$ cat config.mk
export PLATFORM = sky130hd
export DESIGN_NAME = fuzzy_subsequence_scorer_top
export DESIGN_NICKNAME = d
export VERILOG_FILES = /design/src/hdl/fss_pkg.sv /design/src/hdl/fuzzy_subsequence_scorer_top.sv /design/src/hdl/fss_step.sv
export SDC_FILE = /design/constraint.sdc
export NUM_CORES = 1
export LEC_CHECK = 0
export ABC_AREA = 1
export BUFFER_PORTS_ARGS = -buffer_cell sky130_fd_sc_hd__buf_4
export CAP_MARGIN = 20
export CELL_PAD_IN_SITES_DETAIL_PLACEMENT = 0
export CELL_PAD_IN_SITES_GLOBAL_PLACEMENT = 2
export CORE_ASPECT_RATIO = 1.25
export CORE_UTILIZATION = 41
export DETAILED_ROUTE_END_ITERATION = 12
export PLACE_DENSITY = 0.95
export SYNTH_ARGS = -nofsm -noshare
export SYNTH_HDL_FRONTEND = slang
export SYNTH_HIERARCHICAL = 1
export SYNTH_SLANG_ARGS = --single-unit
$ cat constraint.sdc
create_clock -name clock -period 10.3 [get_ports clock]
set_input_delay 2.06 -clock clock [delete_from_list [all_inputs] [get_ports clock]]
set_output_delay 2.06 -clock clock [all_outputs]
set_load 0.02 [all_outputs]
$ cat src/hdl/fss_pkg.sv
`default_nettype none

package fss_pkg;

   // Widths fixed by the item and register layout
   localparam int CHAR_W     = 8;
   localparam int QLEN_W     = 6;
   localparam int RUN_W      = 5;
   localparam int SCORE_W    = 11;
   localparam int TRAIL_W    = 8;
   localparam int CSR_ADDR_W = 3;
   localparam int CSR_DATA_W = 64;
   localparam int CHARS_PER_WORD = CSR_DATA_W / CHAR_W;

   // Scoring constants
   localparam logic [CHAR_W-1:0] SLASH_CHAR = 8'h2F;
   localparam int RUN_BONUS     = 6;
   localparam int PENALTY_SHIFT = 5;   // trailing count / 32

   typedef enum logic [CSR_ADDR_W-1:0] {
      CSR_QUERY_LENGTH  = 3'd0,
      CSR_QUERY_CHARS_0 = 3'd1,
      CSR_QUERY_CHARS_1 = 3'd2,
      CSR_QUERY_CHARS_2 = 3'd3,
      CSR_QUERY_CHARS_3 = 3'd4
   } csr_index_type;

   typedef struct packed {
      logic [QLEN_W-1:0]  query_pos;
      logic [RUN_W-1:0]   streak_len;
      logic [SCORE_W-1:0] running_score;
      logic               all_matched;
      logic [TRAIL_W-1:0] trailing_count;
   } scoring_state_type;

   typedef struct packed {
      logic               matched;
      logic [SCORE_W-1:0] score;
   } result_type;

   // Lower-case ASCII A-Z, pass every other byte unchanged
   function automatic logic [CHAR_W-1:0] fold_char(input logic [CHAR_W-1:0] c);
      if (c >= 8'h41 && c <= 8'h5A) begin
         return c + 8'h20;
      end
      return c;
   endfunction

endpackage

`default_nettype wire

$ cat src/hdl/fuzzy_subsequence_scorer_top.sv
`default_nettype none

// Fuzzy subsequence scorer. Feed a path one byte per item on req_ (tlast on
// its final byte); one result item comes out on rsp_ for each path. Only the
// leaf after the last '/' is scored: each query character matched in order
// (ASCII letters compared without case) adds 1, plus 6 plus the run length
// when it extends a run of consecutive matches. Bytes after the final match
// are counted (saturating at 255) and count/32 is subtracted from the score.
// matched is 0 and score 0 when the query did not fully match; an empty
// query always gives matched = 1, score = 0. Load the query through the csr_
// port (index 0: length, 1..4: eight characters each, lowest byte first)
// while no path is in flight. Throughput is one byte per clock: the per-byte
// compare and score add sit between the scoring state registers and the
// result register, and a path's result appears the cycle after its last
// byte is taken when the output register is free. A spare result register
// sits behind the output register, so req_tready comes straight from a
// register and drops only while two results wait untaken.
module fuzzy_subsequence_scorer_top
   import fss_pkg::*;
#(
   parameter int MAX_QUERY = 32
) (
   input  wire logic                  clock,
   input  wire logic                  reset,
   // path_char [7:0]
   input  wire logic [7:0]            req_tdata,
   input  wire logic                  req_tlast,
   input  wire logic                  req_tvalid,
   output logic                       req_tready,
   // matched [0], score [11:1], zero [15:12]
   output logic [15:0]                rsp_tdata,
   output logic                       rsp_tvalid,
   input  wire logic                  rsp_tready,
   input  wire logic                  csr_we,
   input  wire logic [CSR_ADDR_W-1:0] csr_addr,
   input  wire logic [CSR_DATA_W-1:0] csr_wdata
);

   localparam int QIDX_W = (MAX_QUERY > 1) ? $clog2(MAX_QUERY) : 1;

   logic [QLEN_W-1:0]  query_length_ff;
   logic [CHAR_W-1:0]  query_chars_ff [MAX_QUERY];
   scoring_state_type  state_ff;
   scoring_state_type  state_in;
   logic               rsp_valid_ff;
   result_type         rsp_result_ff;
   logic               spare_valid_ff;
   result_type         spare_result_ff;

   logic [QLEN_W-1:0]  eff_len;
   logic [QIDX_W-1:0]  qidx;
   logic [CHAR_W-1:0]  query_char;
   scoring_state_type  step_state;
   result_type         step_result;
   logic               accept;
   logic               result_load;
   logic               head_free;

   // Configuration: length and query characters
   always_ff @(posedge clock) begin
      if (reset) begin
         query_length_ff <= '0;
      end else if (csr_we && csr_addr == CSR_QUERY_LENGTH) begin
         query_length_ff <= csr_wdata[QLEN_W-1:0];
      end
   end

   for (genvar g = 0; g < MAX_QUERY; g++) begin : g_qchar
      localparam logic [CSR_ADDR_W-1:0] WORD_IDX =
         CSR_ADDR_W'(int'(CSR_QUERY_CHARS_0) + g / CHARS_PER_WORD);
      localparam int BYTE_LSB = (g % CHARS_PER_WORD) * CHAR_W;
      always_ff @(posedge clock) begin
         if (reset) begin
            query_chars_ff[g] <= '0;
         end else if (csr_we && csr_addr == WORD_IDX) begin
            query_chars_ff[g] <= csr_wdata[BYTE_LSB +: CHAR_W];
         end
      end
   end

   // Clamp length to the query storage
   assign eff_len = (query_length_ff > QLEN_W'(MAX_QUERY)) ? QLEN_W'(MAX_QUERY)
                                                           : query_length_ff;

   // Pick the next query character to match; unused once query_pos reaches eff_len
   assign qidx       = state_ff.query_pos[QIDX_W-1:0];
   assign query_char = query_chars_ff[qidx];

   fss_step u_step (
      .cur_state  (state_ff),
      .path_char  (req_tdata),
      .eff_len    (eff_len),
      .query_char (query_char),
      .next_state (step_state),
      .result     (step_result)
   );

   // Take a byte whenever the spare result slot is empty
   assign req_tready  = !spare_valid_ff;
   assign accept      = req_tvalid && req_tready;
   assign result_load = accept && req_tlast;
   assign head_free   = !rsp_valid_ff || rsp_tready;

   // Advance scoring state; clear it after the last byte of a path
   always_comb begin
      state_in = state_ff;
      if (accept) begin
         state_in = req_tlast ? '0 : step_state;
      end
   end

   always_ff @(posedge clock) begin
      if (reset) begin
         state_ff <= '0;
      end else begin
         state_ff <= state_in;
      end
   end

   // Output register refills from the spare first, else from a new last byte;
   // the spare catches a result only while the output register is held.
   always_ff @(posedge clock) begin
      if (reset) begin
         rsp_valid_ff   <= 1'b0;
         spare_valid_ff <= 1'b0;
      end else begin
         if (head_free) begin
            rsp_valid_ff <= spare_valid_ff || result_load;
         end
         spare_valid_ff <= spare_valid_ff ? !head_free : (result_load && !head_free);
      end
   end

   always_ff @(posedge clock) begin
      if (head_free && (spare_valid_ff || result_load)) begin
         rsp_result_ff <= spare_valid_ff ? spare_result_ff : step_result;
      end
      if (result_load && !head_free) begin
         spare_result_ff <= step_result;
      end
   end

   assign rsp_tvalid = rsp_valid_ff;
   assign rsp_tdata  = {4'b0000, rsp_result_ff.score, rsp_result_ff.matched};

endmodule

`default_nettype wire

$ cat src/hdl/fss_step.sv
`default_nettype none

module fss_step
   import fss_pkg::*;
(
   input  wire scoring_state_type  cur_state,
   input  wire logic [CHAR_W-1:0]  path_char,
   input  wire logic [QLEN_W-1:0]  eff_len,
   input  wire logic [CHAR_W-1:0]  query_char,
   output scoring_state_type       next_state,
   output result_type              result
);

   logic               hit;
   logic [SCORE_W-1:0] add;
   logic [QLEN_W-1:0]  pos_inc;
   logic [SCORE_W-1:0] penalty;

   assign hit     = fold_char(path_char) == fold_char(query_char);
   assign add     = (cur_state.streak_len == '0) ? SCORE_W'(1)
                  : SCORE_W'(1 + RUN_BONUS) + SCORE_W'(cur_state.streak_len);
   assign pos_inc = cur_state.query_pos + QLEN_W'(1);

   always_comb begin
      next_state = cur_state;
      if (path_char == SLASH_CHAR) begin
         next_state = '0;
      end else if (cur_state.all_matched) begin
         if (cur_state.trailing_count != '1) begin
            next_state.trailing_count = cur_state.trailing_count + TRAIL_W'(1);
         end
      end else if (eff_len != '0 && cur_state.query_pos < eff_len) begin
         if (hit) begin
            next_state.running_score = cur_state.running_score + add;
            if (cur_state.streak_len != '1) begin
               next_state.streak_len = cur_state.streak_len + RUN_W'(1);
            end
            next_state.query_pos = pos_inc;
            if (pos_inc >= eff_len) begin
               next_state.all_matched = 1'b1;
            end
         end else begin
            next_state.streak_len = '0;
         end
      end
   end

   assign penalty = SCORE_W'(next_state.trailing_count >> PENALTY_SHIFT);

   always_comb begin
      if (eff_len == '0) begin
         result.matched = 1'b1;
         result.score   = '0;
      end else if (next_state.all_matched) begin
         result.matched = 1'b1;
         result.score   = next_state.running_score - penalty;
      end else begin
         result.matched = 1'b0;
         result.score   = '0;
      end
   end

endmodule

`default_nettype wire

==> metrics.md, run 1 <==
| Metric | Value |
|---|---|
| Run status | finished, final reports clean |
| Part of the power in registers | 0.510 |
| First-pass GRT wire length | 72100 µm |
| Area growth syn-to-layout | 12.5% |
| Synth Cell Area | 16600 µm² |
| Comb pwr share | 0.067 |
| Worst-margin pin slew | 1.05 ns |
| Die footprint | 41300 µm² |
| Clock sink count | 324 |
| Pre-Repair DR Iteration Count | 5 |
| H-tree depth | 2 |
| CP Class | flop to flop |
| Initial DRC Count | 1151 |
| Critical path's largest stage delay | 0.66 ns |
| Starting Density | 0.415 |
| EDFF count, synth | 280 |
| Area of the core | 40000 µm² |
| Routed wl met3 | 2250 µm |
| Placed inst area | 17500 µm² |
| Initial antenna violation count | 1 |
| #FFs+latches synth | 324 |
| Most common cell in the netlist | nand2_1 |
| Row cnt | 82 |
| Worst endpoint required time | 10.70 ns |
| Vias/cell | 5.22 |
| Deepest clock path buffer count | 3 |
| Die H | 227 µm |
| Worst hold start | state_ff[6] |
| Root buf cell | clkbuf_16 |
| Highest-delay cell along the critical path | dfxtp_4 |
| Final Setup Violations | 0 |
| Capturing element type of the critical path | flop |
| Final WL | 46400 µm |
| Worst r2r dst | rsp_tdata[10] |
| Post-route ant nets | 0 |
| Vias | 12976 |
| DR WL/cell | 18.7 µm |
| Final Instance Area | 18700 µm² |
| Vias in the first global route | 12745 |
| Crit share post-route | 0.584 |
| Max-Cap Viols | 0 |
| Area of the multi-input gates | 6110 µm² |
| Largest net degree at the start of global routing | 113 |
| Ys flop type | edfxtp_1 |
| CTS tree | yes |
| Slew margin rel. | 0.302 |
| # port buffers | 94 |
| Net Sw Frac | 0.227 |
| Layout cells sized above 1 | 0.104 |
| DR WL met2 | 23200 µm |
| Total gr overflow | 0 |
| Hold worst-path end | state_ff[6] |
| ANT cells | 0 |
| Setup crit start kind | flop |
| Avg Inst Size Synth | 8.71 µm² |
| PwrDens | 159 nW/µm² |
| Detailed placement HPWL | 29800 µm |
| Hold Buf Count CTS | 0 |
| Clk slew on worst S/H paths | 0.06 ns |
| Worst hold stages | 2 |
| Post-Syn Instances | 1906 |
| FMAX | 0.166 GHz |
| Clk pwr share | 0.423 |
| Worst-path maximum fanout | 96 |
| Reg2reg path depth | 38 |
| Post-cts resize count | 0 |
| Max Used Layer | met5 |
| Post-synth top cells | 520 x nand2_1, 320 x nor2_1, 280 x edfxtp_1 |
| Ports | 99 |
| Peak VDD IR | 0.103 mV |
| Synthesis warning total | 6 |
| Die Width | 182 µm |
| Clock buffer count from CTS | 35 |
| Area contributors post-synth | edfxtp_1 51%, nand2_1 12%, nand3_1 7.5% |
| P_int | 2.30 mW |
| Final Hold Fails | 0 |
| DRC | 0 |
| Cell repeated most along the worst path | nand2_1 |
| TNS Setup | 0 ns |
| Sequential element share of the synthesized area | 0.559 |
| LEAKAGE | 7.85 nW |
| Net Sw Power | 675 µW |
| Final min period | 6.01 ns |
| Synth unique cells | 47 |
| Tot GR Track Use | 0.228 |
| Top cell type's share of synthesized area | 0.506 |
| Critical Path AT | 6.41 ns |
| Skew-Pair Late Insertion Delay | 0.54 ns |
| Post-CTS setup buffers | 0 |
| FF-to-FF setup slack | 4.29 ns |
| Synth area leader | edfxtp_1 |
| Unrepaired setup endpoints after global routing | no |
| Gpl congestion | 0.813 |
| Final Max Tran Viols | 0 |
| M1 wire length | 19600 µm |
| Hold crit path type | flop to flop |
| Async set or reset register ratio after synthesis | 0 |
| Nets | 2065 |
| Register Area | 9290 µm² |
| Clk_skew | 0.0213 ns |
| FILL cells | 3829 |
==> per-stage QoR <==
step	util	power [mW]	hold WS, ns	setup WS, ns	instances
after global routing	0.467	3.08	0.488	3.64	2484
after CTS	0.466	3.00	0.465	4.15	2483
after global placement	0.438	1.74	0.453	4.21	2420
after floorplan	-	1.66	0.441	2.68	1909
final	0.467	2.98	0.464	4.29	2484
after detailed placement	0.438	1.75	0.455	4.16	2421
==> kinds of logic (layout without fill, tap and decap cells) <==
group / count (synthesis) / count (layout) / synth area share
AOI/OAI and AO/OA: 112 / 112 / 0.0377
xor gates and xnor gates: 19 / 19 / 0.0100
adders and majority gates: 29 / 29 / 0.0228
buffers and inverters: 274 / 345 / 0.0784
DFF: 324 / 324 / 0.559
other: 1 / 4 / 0.000226
and+or+nand+nor: 1147 / 1147 / 0.292
==> cell usage in the layout, fill, tap and decap left out, types with 3 or more instances in the layout <==
master	netlist	final
nand2_1	520	519
nor2_1	320	320
edfxtp_1	280	280
nand3_1	250	250
inv_1	163	163
buf_4	8	110
a21oi_1	65	65
dfxtp_1	44	42
clkbuf_16	0	36
ha_1	27	27
o21ai_0	21	21
xor2_1	15	15
nor3_1	10	10
clkbuf_1	14	10
clkinv_1	1	9
nand3_2	8	8
nor2_2	7	7
nand4_1	6	6
inv_2	6	5
nand2_2	5	5
o21ai_1	5	5
nand4_4	0	4
conb_1	1	4
bufinv_16	0	4
xnor2_1	4	4
or2_2	4	4
o211ai_1	4	4
clkinv_2	1	3
nor2_4	3	3
o31ai_4	0	3
nand2_4	2	3
o21a_1	3	3
==> state kept, by name (all words and copies together), names as in the netlist, named ones only <==
| register | count |
|---|---|
| rsp_tvalid | 1 |
| qidx | 5 |
| query_length_ff | 6 |
| rsp_tdata | 12 |
| spare_valid_ff | 1 |
| query_chars_ff | 256 |
| state_ff | 26 |
| spare_result_ff | 12 |
==> critical path: cells and delay by family (launching register included) <==
family / cells / cell delay, ns
flip-flops: 1 / 0.66
buffers and inverters: 7 / 1.31
AND/OR/NAND/NOR: 27 / 2.79
AO/OA/AOI/OAI: 3 / 0.77
adder cells (fa/ha/maj): 1 / 0.28
==> power by group through the flow <==
stage / Clock, mW / Combinational (mW) / Sequential (mW)
finish: 1.26 / 0.199 / 1.52
global route: 1.33 / 0.220 / 1.52
CTS: 1.28 / 0.201 / 1.52
detailed placement: 0 / 0.200 / 1.55
global placement: 0 / 0.197 / 1.55
floorplan: 0 / 0.112 / 1.55
==> how the worst max path moves through the flow <==
stage / startpoint / to / slack (ns) / cells past startpoint
2_1_floorplan: csr_we / query_chars_ff[10][0] / 2.68 / 4
3_3_place_gp: flop / rsp_tdata[10] / 4.21 / 35
3_5_place_dp: flop / rsp_tdata[10] / 4.16 / 35
4_1_cts: flop / rsp_tdata[10] / 4.15 / 35
5_1_grt: flop / rsp_tdata[10] / 3.64 / 35
6_report: flop / rsp_tdata[10] / 4.29 / 38
==> per-layer routing <==
metal / track usage / up-vias
met5: 0 / -
met4: 0.0770 / 2
met3: 0.0285 / 77
met2: 0.400 / 335
met1: 0.293 / 6239
li1: - / 6323
==> layout make-up <==
class | instances | area share
Sequential cell | 324 | 0.497
Tap cell | 504 | 0.0337
Timing Repair Buffer | 112 | 0.0471
Clock inverter | 16 | 0.0101
Multi-Input combinational cell | 1311 | 0.327
Clock buffer | 46 | 0.0502
Inverter | 171 | 0.0345
No activity file was read; power rests on OpenSTA's default activity.
==> run 2, diff against run 1 <==
--- a/config.mk
+++ b/config.mk
@@ -5,15 +5,15 @@
 export SDC_FILE = /design/constraint.sdc
 export NUM_CORES = 1
 export LEC_CHECK = 0
-export ABC_AREA = 1
+export ABC_AREA = 0
 export BUFFER_PORTS_ARGS = -buffer_cell sky130_fd_sc_hd__buf_4
 export CAP_MARGIN = 20
 export CELL_PAD_IN_SITES_DETAIL_PLACEMENT = 0
 export CELL_PAD_IN_SITES_GLOBAL_PLACEMENT = 2
 export CORE_ASPECT_RATIO = 1.25
-export CORE_UTILIZATION = 41
+export CORE_UTILIZATION = 39
 export DETAILED_ROUTE_END_ITERATION = 12
-export PLACE_DENSITY = 0.95
+export PLACE_DENSITY = 0.87
 export SYNTH_ARGS = -nofsm -noshare
 export SYNTH_HDL_FRONTEND = slang
 export SYNTH_HIERARCHICAL = 1
==> constraint.sdc (replaced) <==
create_clock -name clock -period 5.3 [get_ports clock]
set_input_delay 1.06 -clock clock [delete_from_list [all_inputs] [get_ports clock]]
set_output_delay 1.06 -clock clock [all_outputs]
set_load 0.02 [all_outputs]
==> run 2 against run 1 <==
  * The flow now finishes with violations (setup timing)
  * Hold slack better by 0.020 ns
  * Total power is 92% higher
  * Clock power is 93% higher
  * Final area is 2.7% higher
  * Non-clock buffer count is 37 higher
  * Die area is 2.6% higher
  * First-iteration DRC count is 51% lower
  * Critical path depth is 16 lower
  * Register-to-register slack worse by 4.5 ns
  * Final cell count is 24% lower
  * Critical path type unchanged
  * Critical endpoint is now rsp_tdata[7]
==> metrics.md, run 2 <==
| Metric | Value |
|---|---|
| TNS Setup | -0.899 ns |
| Placed Instances | 1820 |
| Die H | 230 µm |
| Area contributors post-synth | edfxtp_1 52%, mux4_2 11%, and2_1 9.9% |
| Largest registers | query_chars_ff x256, state_ff x26 |
| Critical Path AT | 5.86 ns |
| Highest-delay cell along the critical path | mux4_2 |
| Worst hold start | state_ff[9] |
| Tot GR Track Use | 0.178 |
| Worst hold stages | 2 |
| Clock sink count | 324 |
| Starting Density | 0.395 |
| Post-Syn Instances | 1208 |
| Area growth syn-to-layout | 18.3% |
| P_int | 4.47 mW |
| Area of the core | 41000 µm² |
| DRC | 0 |
| Vias | 9810 |
| Placed inst area | 17800 µm² |
| Worst r2r dst | rsp_tdata[7] |
| Synth unique cells | 70 |
| Deepest clock path buffer count | 3 |
| Die footprint | 42400 µm² |
| Comb pwr share | 0.061 |
| Detailed placement HPWL | 23400 µm |
| Commonest non-fill, non-tap cell in the layout | edfxtp_1 |
| Clock buffer count from CTS | 35 |
| CP bufs+invs | 4 |
| Vias in the first global route | 9953 |
| Reg2reg path depth | 22 |
| Total gr overflow | 0 |
| Net Sw Frac | 0.220 |
| Async set or reset register ratio after synthesis | 0 |
| Top cell type's share of synthesized area | 0.519 |
| Setup crit start kind | flop |
| Worst endpoint required time | 5.70 ns |
| Final Max Tran Viols | 0 |
| Hold crit path type | flop to flop |
| Pre-Repair DR Iteration Count | 5 |
| Clk pwr share | 0.424 |
| Final Instance Area | 19200 µm² |
| Capturing element type of the critical path | flop |
| Max-Cap Viols | 0 |
| Worst-margin pin slew | 1.08 ns |
| Most common cell in the netlist | edfxtp_1 |
| Layout cells sized above 1 | 0.257 |
| Avg Inst Size Synth | 13.4 µm² |
| FMAX | 0.183 GHz |
| Nets | 1424 |
| Ys flop type | edfxtp_1 |
| Row cnt | 83 |
| DR WL/cell | 19.4 µm |
| Root buf cell | clkbuf_16 |
| Hold WS | 0.484 ns |
| Pre-CTS WS | -0.178 ns |
| Gpl congestion | 0.819 |
| Clk slew on worst S/H paths | 0.06 ns |
| Net Sw Power | 1.26 mW |
| Initial antenna violation count | 1 |
| Die Width | 184 µm |
| Initial DRC Count | 563 |
| Part of the power in registers | 0.515 |
| Synthesis warning total | 6 |
| FILL cells | 3565 |
| FF-to-FF setup slack | -0.17 ns |
| Final Setup Violations | 8 |
| PnR Total Power | 5.73 mW |
| H-tree depth | 2 |
| Fin cells | 1893 |
| Post-route ant nets | 0 |
| LEAKAGE | 6.67 nW |
| Synth area leader | edfxtp_1 |
| Run status | finished with violations |
| Final Hold Fails | 0 |
| PwrDens | 299 nW/µm² |
| Cell family with most CP delay | multiplexers |
| Clk_skew | 0.0126 ns |
| Critical path's largest stage delay | 0.48 ns |
| Vias/cell | 5.18 |
| Setup ws final | -0.168 ns |
| Sequential element share of the synthesized area | 0.573 |
| First-pass GRT wire length | 57800 µm |
| Post-synth top cells | 280 x edfxtp_1, 256 x and2_1, 80 x mux4_2 |
| Commonest non-fill, non-tap cells in the layout | 280 x edfxtp_1, 256 x and2_1, 135 x buf_4 |
| Final min period | 5.47 ns |
| Hold Buf Count CTS | 0 |
| Register Area | 9290 µm² |
| Unrepaired setup endpoints after global routing | yes |
| Violated checks | setup timing |
| Worst-path maximum fanout | 8 |
| Peak VDD IR | 0.337 mV |
| Area of the multi-input gates | 6670 µm² |
| Synth Cell Area | 16200 µm² |
| Largest register FFs | 256 |
| Largest reg by FF count | query_chars_ff |
| Crit share post-route | 1.03 |
| Largest net degree at the start of global routing | 65 |
| CP Class | flop to flop |
| CTS tree | yes |
| Finished Core Util | 0.468 |
| Slew margin rel. | 0.282 |
| CP Cell Sequence | buf_12, buf_16, mux4_2, mux4_2, mux2_4, or3_4, o221a_4, or3_1, a211oi_2, a31o_4, and3_4, mux2i_1, nor2_1, inv_1, ha_2, fa_2, inv_2, a21oi_4, a21bo_4, or3_4, a21oi_2, mux2_4 |
| Final WL | 36800 µm |
| EDFF count, synth | 280 |
| #FFs+latches synth | 324 |
| Skew-Pair Late Insertion Delay | 0.53 ns |
| Hold worst-path end | state_ff[9] |
| Ports | 99 |
| # port buffers | 94 |
## run 2: changes by cell type in the layout (fill, tap and decap cells not counted), moves of 11 or more
cell	change
mux2_2	+16
nand2b_1	+11
mux2i_1	+12
mux4_2	+80
nand2_1	-469
buf_4	+25
a21oi_1	-11
xnor2_1	+12
and2_1	+256
nand3b_1	+29
nand3_1	-240
inv_1	-144
nor2_1	-274
## run 2: worst reg2reg max path: stages, from the launching register on
cell and delay, ns:
dfxtp_4 0.40, buf_12 0.12, buf_16 0.13, mux4_2 0.49
mux4_2 0.47, mux2_4 0.29, or3_4 0.43, o221a_4 0.23
or3_1 0.32, a211oi_2 0.28, a31o_4 0.17, and3_4 0.20
mux2i_1 0.18, nor2_1 0.07, inv_1 0.08, ha_2 0.19
fa_2 0.21, inv_2 0.04, a21oi_4 0.15, a21bo_4 0.26
or3_4 0.33, a21oi_2 0.16, mux2_4 0.16
## run 2: worst max-delay path by stage
stage                     start            end  slack, ns  cells after the start
final                      flop   rsp_tdata[7]      -0.17                     22
after global routing       flop  rsp_tdata[11]      -0.39                     22
after CTS                  flop   rsp_tdata[9]      -0.15                     23
after detailed placement   flop  rsp_tdata[11]      -0.18                     23
after global placement     flop  rsp_tdata[11]      -0.10                     23
after floorplan            flop  rsp_tdata[11]     -0.009                     24
## run 2: repair_timing
| item | in CTS | in global routing |
|---|---|---|
| endpoints found under the setup margin | 8 | 16 |
| gates resized for setup | 14 | 9 |
| pin swaps | 2 | 1 |
| gates cloned | 3 | 0 |
| setup buffers | 4 | 2 |
## run 2: metal layers
layer  vias to the layer above  wire [µm]  global-route usage
met5                         -          0                   0
met4                         0        651              0.0456
met3                        42       1640              0.0276
met2                       216      18500               0.307
met1                      4879      16000               0.231
li1                       4673          -                   -
## run 2: cell families (layout without fill, tap and decap cells)
logic type	after synthesis	in the layout	synth area share
xor+xnor	30	30	0.0172
fa+ha+maj	29	29	0.0233
compound gates	131	131	0.0528
mux	112	112	0.132
buf+inv	103	232	0.0284
flops	324	324	0.573
simple gates	478	478	0.173
other cells	1	5	0.000231
## run 2: power groups by stage
stage | registers, mW | logic, mW | clock network (mW)
global placement | 3.00 | 0.340 | 0
global route | 2.96 | 0.376 | 2.57
detailed placement | 3.01 | 0.346 | 0
CTS | 2.95 | 0.349 | 2.48
finish | 2.95 | 0.347 | 2.43
floorplan | 2.99 | 0.189 | 0
## run 2: cell type report
class                           count  share of cell area
Clock inverter                     20              0.0104
Inverter                           20             0.00391
Tap cell                          552              0.0360
Multi-Input combinational cell    784               0.348
Sequential cell                   324               0.484
Antenna cell                        1            0.000130
Clock buffer                       43              0.0483
Timing Repair Buffer              149              0.0692
